### config.mk
export PLATFORM = sky130hd
export DESIGN_NAME = mcfr_front
export DESIGN_NICKNAME = d
export VERILOG_FILES = /design/src/sv/mcfr_pkg.sv /design/src/sv/mcfr_front.sv
export SDC_FILE = /design/constraint.sdc
export NUM_CORES = 1
export LEC_CHECK = 0
export ABC_AREA = 0
export BUFFER_PORTS_ARGS = -buffer_cell sky130_fd_sc_hd__buf_2
export CAP_MARGIN = 30
export CORE_ASPECT_RATIO = 0.8
export CORE_MARGIN = 8
export CORE_UTILIZATION = 43
export CTS_BUF_LIST = sky130_fd_sc_hd__clkbuf_16
export DETAILED_ROUTE_END_ITERATION = 8
export PLACE_DENSITY_LB_ADDON = 0.2
export SLEW_MARGIN = 20
export SYNTH_ARGS = -nofsm -noshare
export SYNTH_HDL_FRONTEND = slang
export SYNTH_SLANG_ARGS = --single-unit
### constraint.sdc
create_clock -name clk_i -period 2.15 [get_ports clk_i]
set_input_delay 0.215 -clock clk_i [delete_from_list [all_inputs] [get_ports clk_i]]
set_output_delay 0.215 -clock clk_i [all_outputs]
set_load 0.01 [all_outputs]
### src/sv/mcfr_pkg.sv
// Shared types, constants and codes for the multi-channel frame receiver.
`timescale 1ns / 1ps
package mcfr_pkg;

  // Sizing
  localparam int CHANNELS      = 3;
  localparam int PAYLOAD_DEPTH = 256;
  localparam int QUEUE_DEPTH   = 2;

  localparam int CH_W     = (CHANNELS > 1) ? $clog2(CHANNELS) : 1;
  localparam int PIDX_W   = $clog2(PAYLOAD_DEPTH);
  localparam int CNT_W    = $clog2(PAYLOAD_DEPTH + 1);
  localparam int RAM_DEPTH = CHANNELS << PIDX_W;
  localparam int RAM_AW   = $clog2(RAM_DEPTH);
  localparam int QPTR_W   = (QUEUE_DEPTH > 1) ? $clog2(QUEUE_DEPTH) : 1;
  localparam int QCNT_W   = $clog2(QUEUE_DEPTH + 1);

  // Frame constants
  localparam logic [7:0] START_BYTE = 8'hFF;
  localparam logic [7:0] SUM_MOD    = 8'd255;

  // Operation codes
  localparam logic OP_PUSH = 1'b0;
  localparam logic OP_READ = 1'b1;

  // Configuration register indexes
  localparam int CFG_IDX_W = 3;
  localparam logic [CFG_IDX_W-1:0] REG_MY_ID        = 3'd0;
  localparam logic [CFG_IDX_W-1:0] REG_BROADCAST_ID = 3'd1;
  localparam logic [CFG_IDX_W-1:0] REG_FRIEND_ID_A  = 3'd2;
  localparam logic [CFG_IDX_W-1:0] REG_FRIEND_ID_B  = 3'd3;
  localparam logic [CFG_IDX_W-1:0] REG_PEER_COUNT   = 3'd4;

  // Reset values of the configuration registers
  localparam logic [7:0] RST_MY_ID        = 8'd1;
  localparam logic [7:0] RST_BROADCAST_ID = 8'd255;
  localparam logic [7:0] RST_FRIEND_ID_A  = 8'd0;
  localparam logic [7:0] RST_FRIEND_ID_B  = 8'd0;
  localparam logic [7:0] RST_PEER_COUNT   = 8'd0;

  // Parser phases
  typedef enum logic [2:0] {
    PH_HUNT,
    PH_SENDER,
    PH_RECEIVER,
    PH_LENGTH,
    PH_PAYLOAD,
    PH_CHECK
  } phase_e;

  // Input transaction payload
  typedef struct packed {
    logic       operation;
    logic [1:0] channel;
    logic [7:0] data_byte;
    logic [7:0] read_index;
  } in_item_t;

  // Output transaction payload
  typedef struct packed {
    logic        frame_ok;
    logic [7:0]  frame_sender;
    logic [7:0]  frame_receiver;
    logic [7:0]  frame_length;
    logic [7:0]  read_data;
    logic [31:0] frames_received;
  } out_item_t;

  // Configuration register set
  typedef struct packed {
    logic [7:0] my_id;
    logic [7:0] broadcast_id;
    logic [7:0] friend_id_a;
    logic [7:0] friend_id_b;
    logic [7:0] peer_count;
  } cfg_t;

  // Classified access, queued between front and back
  typedef struct packed {
    logic              ch_ok;    // channel exists
    logic              is_push;  // push to an existing channel
    logic              rd_ok;    // read of an existing channel, index in range
    logic [CH_W-1:0]   ch;
    logic [7:0]        data_byte;
    logic [PIDX_W-1:0] rd_idx;
  } job_t;

endpackage

### src/sv/mcfr_front.sv
// Front end: accepts transactions, classifies them and queues them for the back end.
`timescale 1ns / 1ps
module mcfr_front (
  input  logic              clk_i,
  input  logic              rst_ni,
  input  logic              in_valid_i,
  output logic              in_ready_o,
  input  mcfr_pkg::in_item_t in_data_i,
  output logic              job_valid_o,
  output mcfr_pkg::job_t    job_o,
  input  logic              job_pop_i
);
  import mcfr_pkg::*;

  job_t              ent_q [QUEUE_DEPTH];
  logic [QPTR_W-1:0] wr_q, wr_d;
  logic [QPTR_W-1:0] rd_q, rd_d;
  logic [QCNT_W-1:0] cnt_q, cnt_d;
  job_t              job_new;
  logic              push, pop;

  // Classify the incoming access
  always_comb begin
    job_new.ch_ok     = int'(in_data_i.channel) < CHANNELS;
    job_new.is_push   = job_new.ch_ok && (in_data_i.operation == OP_PUSH);
    job_new.rd_ok     = job_new.ch_ok && (in_data_i.operation == OP_READ) &&
                        (9'(in_data_i.read_index) < 9'(PAYLOAD_DEPTH));
    job_new.ch        = CH_W'(in_data_i.channel);
    job_new.data_byte = in_data_i.data_byte;
    job_new.rd_idx    = in_data_i.read_index[PIDX_W-1:0];
  end

  assign in_ready_o  = cnt_q != QCNT_W'(QUEUE_DEPTH);
  assign job_valid_o = cnt_q != '0;
  assign job_o       = ent_q[rd_q];
  assign push        = in_valid_i && in_ready_o;
  assign pop         = job_pop_i && job_valid_o;

  // Queue pointers and fill level
  always_comb begin
    wr_d  = wr_q;
    rd_d  = rd_q;
    cnt_d = cnt_q;
    if (push) begin
      wr_d = (wr_q == QPTR_W'(QUEUE_DEPTH - 1)) ? '0 : wr_q + 1'b1;
    end
    if (pop) begin
      rd_d = (rd_q == QPTR_W'(QUEUE_DEPTH - 1)) ? '0 : rd_q + 1'b1;
    end
    if (push && !pop) begin
      cnt_d = cnt_q + 1'b1;
    end else if (pop && !push) begin
      cnt_d = cnt_q - 1'b1;
    end
  end

  always_ff @(posedge clk_i or negedge rst_ni) begin
    if (!rst_ni) begin
      wr_q  <= '0;
      rd_q  <= '0;
      cnt_q <= '0;
    end else begin
      wr_q  <= wr_d;
      rd_q  <= rd_d;
      cnt_q <= cnt_d;
    end
  end

  // Queue storage
  always_ff @(posedge clk_i) begin
    if (push) begin
      ent_q[wr_q] <= job_new;
    end
  end

endmodule

==> results.py, run 1 <==
metrics = {
    "route": {
        "drc": 0,
        "viasPerCell": 4.64,
        "drtIter0Drc": 65,
        "num_vias": 909,
        "drt_first_pass_iters": 3,
        "ant_nets": 0,
        "wirelength_um": 2930,
        "routedWlPerCell_um": 14.9,
    },
    "placed_design": {
        "gp_congestion": 0.709,
        "dpl_worst_slack_ns": 0.673,
        "dp_hpwl_um": 2120,
        "numPortBuffers": 45,
        "placed_area_sq_mm": 0.00205,
    },
    "clock_tree": {
        "cts_resized": 0,
        "clk_path_buf_depth": 2,
        "cts_max_level": 2,
        "postCtsHoldBufs": 1,
        "clkSlewWorstSetupHoldPaths_ns": 0.05,
        "post_cts_buffers": 0,
        "cts_tree": "built",
        "cts_root_buf": "clkbuf_16",
        "worstSkewPairLatency_ns": 0.27,
        "cts_num_sinks": 46,
        "cts_buffers": 5,
    },
    "grt": {
        "grt_pass1_vias": 1000,
        "grt_usage_pct": 9.55,
        "grt_max_degree": 22,
        "grt-ovfl-total": 0,
        "grt_pass1_wl_um": 4620,
        "antenna_found_initial": 0,
    },
    "yosys": {
        "synth-seq-area-share_pct": 77.9,
        "synth_cells": 86,
        "postSynthRegisterBits": 46,
        "synth_top_area_share_pct": 72.2,
        "synthDistinctLibCells": 16,
        "synth_area_leaders": "edfxtp_1 72%, mux2_2 14%, dfrtp_1 5.7%, xnor2_1 1.5%, buf_6 1.3%",
        "netlist_area_sq_mm": 0.00175,
        "syn_nets": 110,
        "syn_area_per_cell_sq_um": 20.3,
        "yosys_warnings": 0,
        "yosysTopAreaCell": "edfxtp_1",
    },
    "power_and_ir_drop": {
        "pwr_density_cell_mw_per_mm2": 1380,
        "p_leak_nw": 0.862,
        "max-vdd-ir-drop_mv": 0.805,
        "power.total_mw": 3.07,
    },
    "timing": {
        "hold_viol": 0,
        "timing.slew.headroom_pct": 79.8,
        "clock.fmax_mhz": 642,
        "worstMarginPinSlew_ns": 0.303,
        "skew_ns": 0.00469,
        "fin_crit_sh_pct": 72.5,
        "setup_tns_ns": 0,
        "hold_ws_ns": 0.130,
        "slew_violations": 0,
        "min_period_ns": 1.56,
        "worst_slack_ns": 0.592,
        "rsz0062_at_grt": "no",
        "setup_viol": 0,
    },
    "layout": {
        "layout_common_cells": "45 x buf_2, 42 x edfxtp_1, 21 x mux2_2",
        "diodes": 0,
        "multiInputGateArea_sq_um": 362,
        "final_common_cell": "buf_2",
        "drive_gt1_share_pct": 56.7,
        "fillers": 311,
        "area_growth_pct": 27.1,
        "design_area_sq_mm": 0.00222,
        "nets": 165,
        "seq_area_sq_mm": 0.00136,
    },
    "setup_path": {
        "cp_data_required_time_ns": 1.93,
        "reg2reg_to": "cnt_q[1]",
        "r2r_slack_ns": 0.66,
        "cp.arrival_ns": 1.34,
        "rr_worst_depth": 7,
        "endpoint_kind": "primary output",
        "critPathKind": "flop to primary output",
        "crit-reg2reg-launch": "cnt_q[0]",
        "start_kind": "flop",
        "critPathMaxFanout": 13,
    },
    "min_path": {
        "hold_path_class": "primary input to flop",
        "min_from": "in_data_i[6]",
        "whs_path_depth": 1,
        "min_to": "ent_q[0][6]",
    },
    "floorplanning": {
        "num_io_pins": 46,
        "die_width_um": 87.3,
        "core_area_sq_mm": 0.00385,
        "rows": 20,
        "fp.dieH_um": 73.0,
        "dieArea_sq_mm": 0.00637,
        "start_util_pct": 45.3,
    },
    "status": {
        "status": "finished, final reports clean",
    },
    "job": {
        "drv_cap": 0,
    },
}
## per-stage QoR
stage	std cells	utilization (%)
6_report	196	57.6
5_1_grt	196	57.6
4_1_cts	196	57.6
3_5_place_dp	188	53.2
3_3_place_gp	188	53.2
2_1_floorplan	86	-
## synthesized netlist by cell type
| cell | number |
|---|---|
| ha_1 | 1 |
| edfxtp_1 | 42 |
| nor2_1 | 2 |
| and3_1 | 1 |
| nand2_1 | 2 |
| mux2_2 | 21 |
| and2_1 | 1 |
| nand2_4 | 1 |
| inv_1 | 1 |
| xor2_1 | 2 |
| xnor2_1 | 3 |
| buf_6 | 2 |
| a21oi_1 | 1 |
| nand2b_4 | 1 |
| or2_4 | 1 |
| dfrtp_1 | 4 |
## sequential cells by signal (all words and copies together) (netlist names)
name	count
rd_q	1
cnt_q	2
ent_q	42
wr_q	1
## area by class of cell
class                      instances  share of cell area [%]
sequential                        46                    61.3
timing repair buffer              50                    12.0
tap                               55                    3.10
inverter                           1                   0.169
clock inverter                     2                    1.52
multi-input combinational         37                    16.3
clock buffer                       5                    5.64
## worst max-delay path by stage
stage                              to  startpoint
after CTS                   job_o[10]        rd_q
after detailed placement     cnt_q[1]    cnt_q[0]
after floorplan           ent_q[0][0]    cnt_q[0]
final                       job_o[11]        rd_q
after global routing        job_o[11]        rd_q
after global placement       cnt_q[1]    cnt_q[0]
## layer usage
metal  track usage [%]  up-vias  part of all wire [%]
li1                  -      436                     -
met1              10.1      443                    39
met3              4.27        4                   7.2
met5                 0        -                     0
met2              16.3       26                    52
met4              3.61        0                   1.4
## cell families after synthesis
kind of cell / Yosys count / synth area share (%)
buffers and inverters: 3 / 1.50
and+or+nand+nor: 9 / 3.51
adders and majority gates: 1 / 0.716
DFF: 46 / 77.9
muxes: 21 / 13.5
AOI/OAI and AO/OA: 1 / 0.286
xor gates and xnor gates: 5 / 2.51
## power by group
group | switching [mW] | internal, mW
sequential | 0.0778 | 1.23
clock | 0.267 | 0.536
combinational | 0.491 | 0.462
## critical path: stages, from the launching register on
cell and delay [ns]:
dfrtp_1 0.35, buf_4 0.22, mux2_2 0.36, buf_2 0.14
Note: power is estimated with default switching activity, not from simulation.
==> run 2: changes to the inputs <==
==> constraint.sdc (replaced) <==
create_clock -name clk_i -period 1.6 [get_ports clk_i]
set_input_delay 0.16 -clock clk_i [delete_from_list [all_inputs] [get_ports clk_i]]
set_output_delay 0.16 -clock clk_i [all_outputs]
set_load 0.01 [all_outputs]
==> run 2 against run 1 <==
Combinational power grew 42%. Final area is 0.68% higher. Worst setup slack worse by 0.49 ns. Wire length grew 3.1%. Sequential power increased by 35%. Clock power increased by 16%. First-iteration DRC count fell by 43%. Critical path depth is the same.
==> results.py, run 2 (same netlist as run 1, synthesis figures left out) <==
metrics = {
    "status": {
        "status": "finished, final reports clean",
    },
    "clock_tree": {
        "worstSkewPairLatency_ns": 0.28,
        "cts_root_buf": "clkbuf_16",
        "cts_max_level": 2,
        "clkSlewWorstSetupHoldPaths_ns": 0.06,
        "cts_buffers": 5,
        "cts_tree": "built",
        "clk_path_buf_depth": 2,
        "cts_num_sinks": 46,
        "post_cts_buffers": 0,
    },
    "setup_path": {
        "path_cells": "buf_4 > mux2_2 > buf_2",
        "path_buf_inv": 2,
        "reg2reg_to": "cnt_q[1]",
        "rr_worst_depth": 6,
        "cp-startpoint": "rd_q",
        "critPathKind": "flop to primary output",
        "critPathMaxFanout": 11,
        "crit_family": "flip-flops",
        "worstSetupEndpoint": "job_o[8]",
        "endpoint_kind": "primary output",
        "cp_data_required_time_ns": 1.44,
        "crit_cells": 3,
        "max_stage_delay_ns": 0.35,
        "r2r_slack_ns": 0.16,
        "cp.arrival_ns": 1.34,
        "crit-reg2reg-launch": "cnt_q[0]",
        "start_kind": "flop",
        "critPathSlowestCell": "dfrtp_1",
    },
    "route": {
        "drtIter0Drc": 37,
        "routedWlPerCell_um": 15.3,
        "drt_first_pass_iters": 2,
        "viasPerCell": 4.61,
        "drc": 0,
        "num_vias": 912,
        "ant_nets": 0,
        "wirelength_um": 3020,
    },
    "placed_design": {
        "dp_hpwl_um": 2130,
        "numPortBuffers": 45,
        "placed_area_sq_mm": 0.00209,
        "dp.cells": 189,
        "dpl_worst_slack_ns": 0.183,
        "gp_congestion": 0.820,
    },
    "floorplanning": {
        "die_width_um": 87.3,
        "core_area_sq_mm": 0.00385,
        "dieArea_sq_mm": 0.00637,
        "fp.dieH_um": 73.0,
        "start_util_pct": 45.3,
        "rows": 20,
        "num_io_pins": 46,
    },
    "grt": {
        "antenna_found_initial": 0,
        "grt-ovfl-total": 0,
        "grt_pass1_vias": 1031,
        "grt_max_degree": 22,
        "grt_usage_pct": 10.2,
        "grt_pass1_wl_um": 4830,
    },
    "job": {
        "drv_cap": 0,
    },
    "layout": {
        "nets": 166,
        "largest_reg_flops": 42,
        "diodes": 0,
        "layout_common_cells": "45 x buf_2, 42 x edfxtp_1, 21 x mux2_2",
        "top_register": "ent_q",
        "multiInputGateArea_sq_um": 367,
        "fillers": 329,
        "final_cells": 198,
        "area_growth_pct": 27.9,
        "final_common_cell": "buf_2",
        "largestRegisters": "ent_q (42), cnt_q (2)",
        "seq_area_sq_mm": 0.00136,
        "design_area_sq_mm": 0.00223,
        "drive_gt1_share_pct": 55.9,
    },
    "timing": {
        "worst_slack_ns": 0.101,
        "min_period_ns": 1.50,
        "setup_viol": 0,
        "hold_ws_ns": 0.0702,
        "timing.slew.headroom_pct": 87.1,
        "fin_crit_sh_pct": 93.7,
        "hold_viol": 0,
        "setup_tns_ns": 0,
        "skew_ns": 0.00288,
        "rsz0062_at_grt": "no",
        "clock.fmax_mhz": 667,
        "slew_violations": 0,
        "worstMarginPinSlew_ns": 0.193,
    },
    "power_and_ir_drop": {
        "p_leak_nw": 0.875,
        "pwr_density_cell_mw_per_mm2": 1810,
        "max-vdd-ir-drop_mv": 0.903,
    },
    "min_path": {
        "hold_path_class": "primary input to flop",
    },
}
run 2: worst min path at each step:
stage                  startpoint            to  slack (ns)  cells past startpoint
detailed placement         rst_ni      cnt_q[0]       -0.03                      1
global placement           rst_ni      cnt_q[1]       -0.03                      1
CTS                 in_data_i[12]  ent_q[0][12]        0.06                      1
floorplan                  rst_ni      cnt_q[0]       -0.14                      0
finish              in_data_i[11]  ent_q[0][11]        0.07                      1
global route         in_data_i[9]   ent_q[1][9]        0.06                      1
run 2: repair_timing:
| action | CTS | global route |
|---|---|---|
| endpoints found under the hold margin | 4 | 0 |
| resized for setup | 0 | 0 |
| hold buffers | 1 | 0 |
run 2: layout make-up:
class                   count  area share, %
clock buffers               5           5.60
clock inverters             3          0.504
inverters                   1          0.168
multi-input cells          37           16.4
flip-flops and latches     46           60.9
well taps                  55           3.08
repair buffers             51           13.3
run 2: metrics by stage:
step           util (%)  total power [mW]
2_1_floorplan         -              2.64
3_3_place_gp       54.2              3.12
3_5_place_dp       54.2              3.17
4_1_cts            58.0              4.12
5_1_grt            58.0              4.28
6_report           58.0              4.04
run 2: report_power, final:
part	switching (mW)	leakage, nW	internal, mW
Sequential	0.110	0.436	1.66
Clock	0.368	0.0776	0.560
Combinational	0.673	0.361	0.679
run 2: layer usage:
metal  up-vias  GRT usage, %  part of all wire, %  wire length [um]
li1        439             -                    -                 -
met1       435          11.0                   41              1230
met2        33          16.5                   48              1460
met3         5          4.72                  9.8               295
met4         0          5.13                  1.1                33
met5         -             0                    0                 0
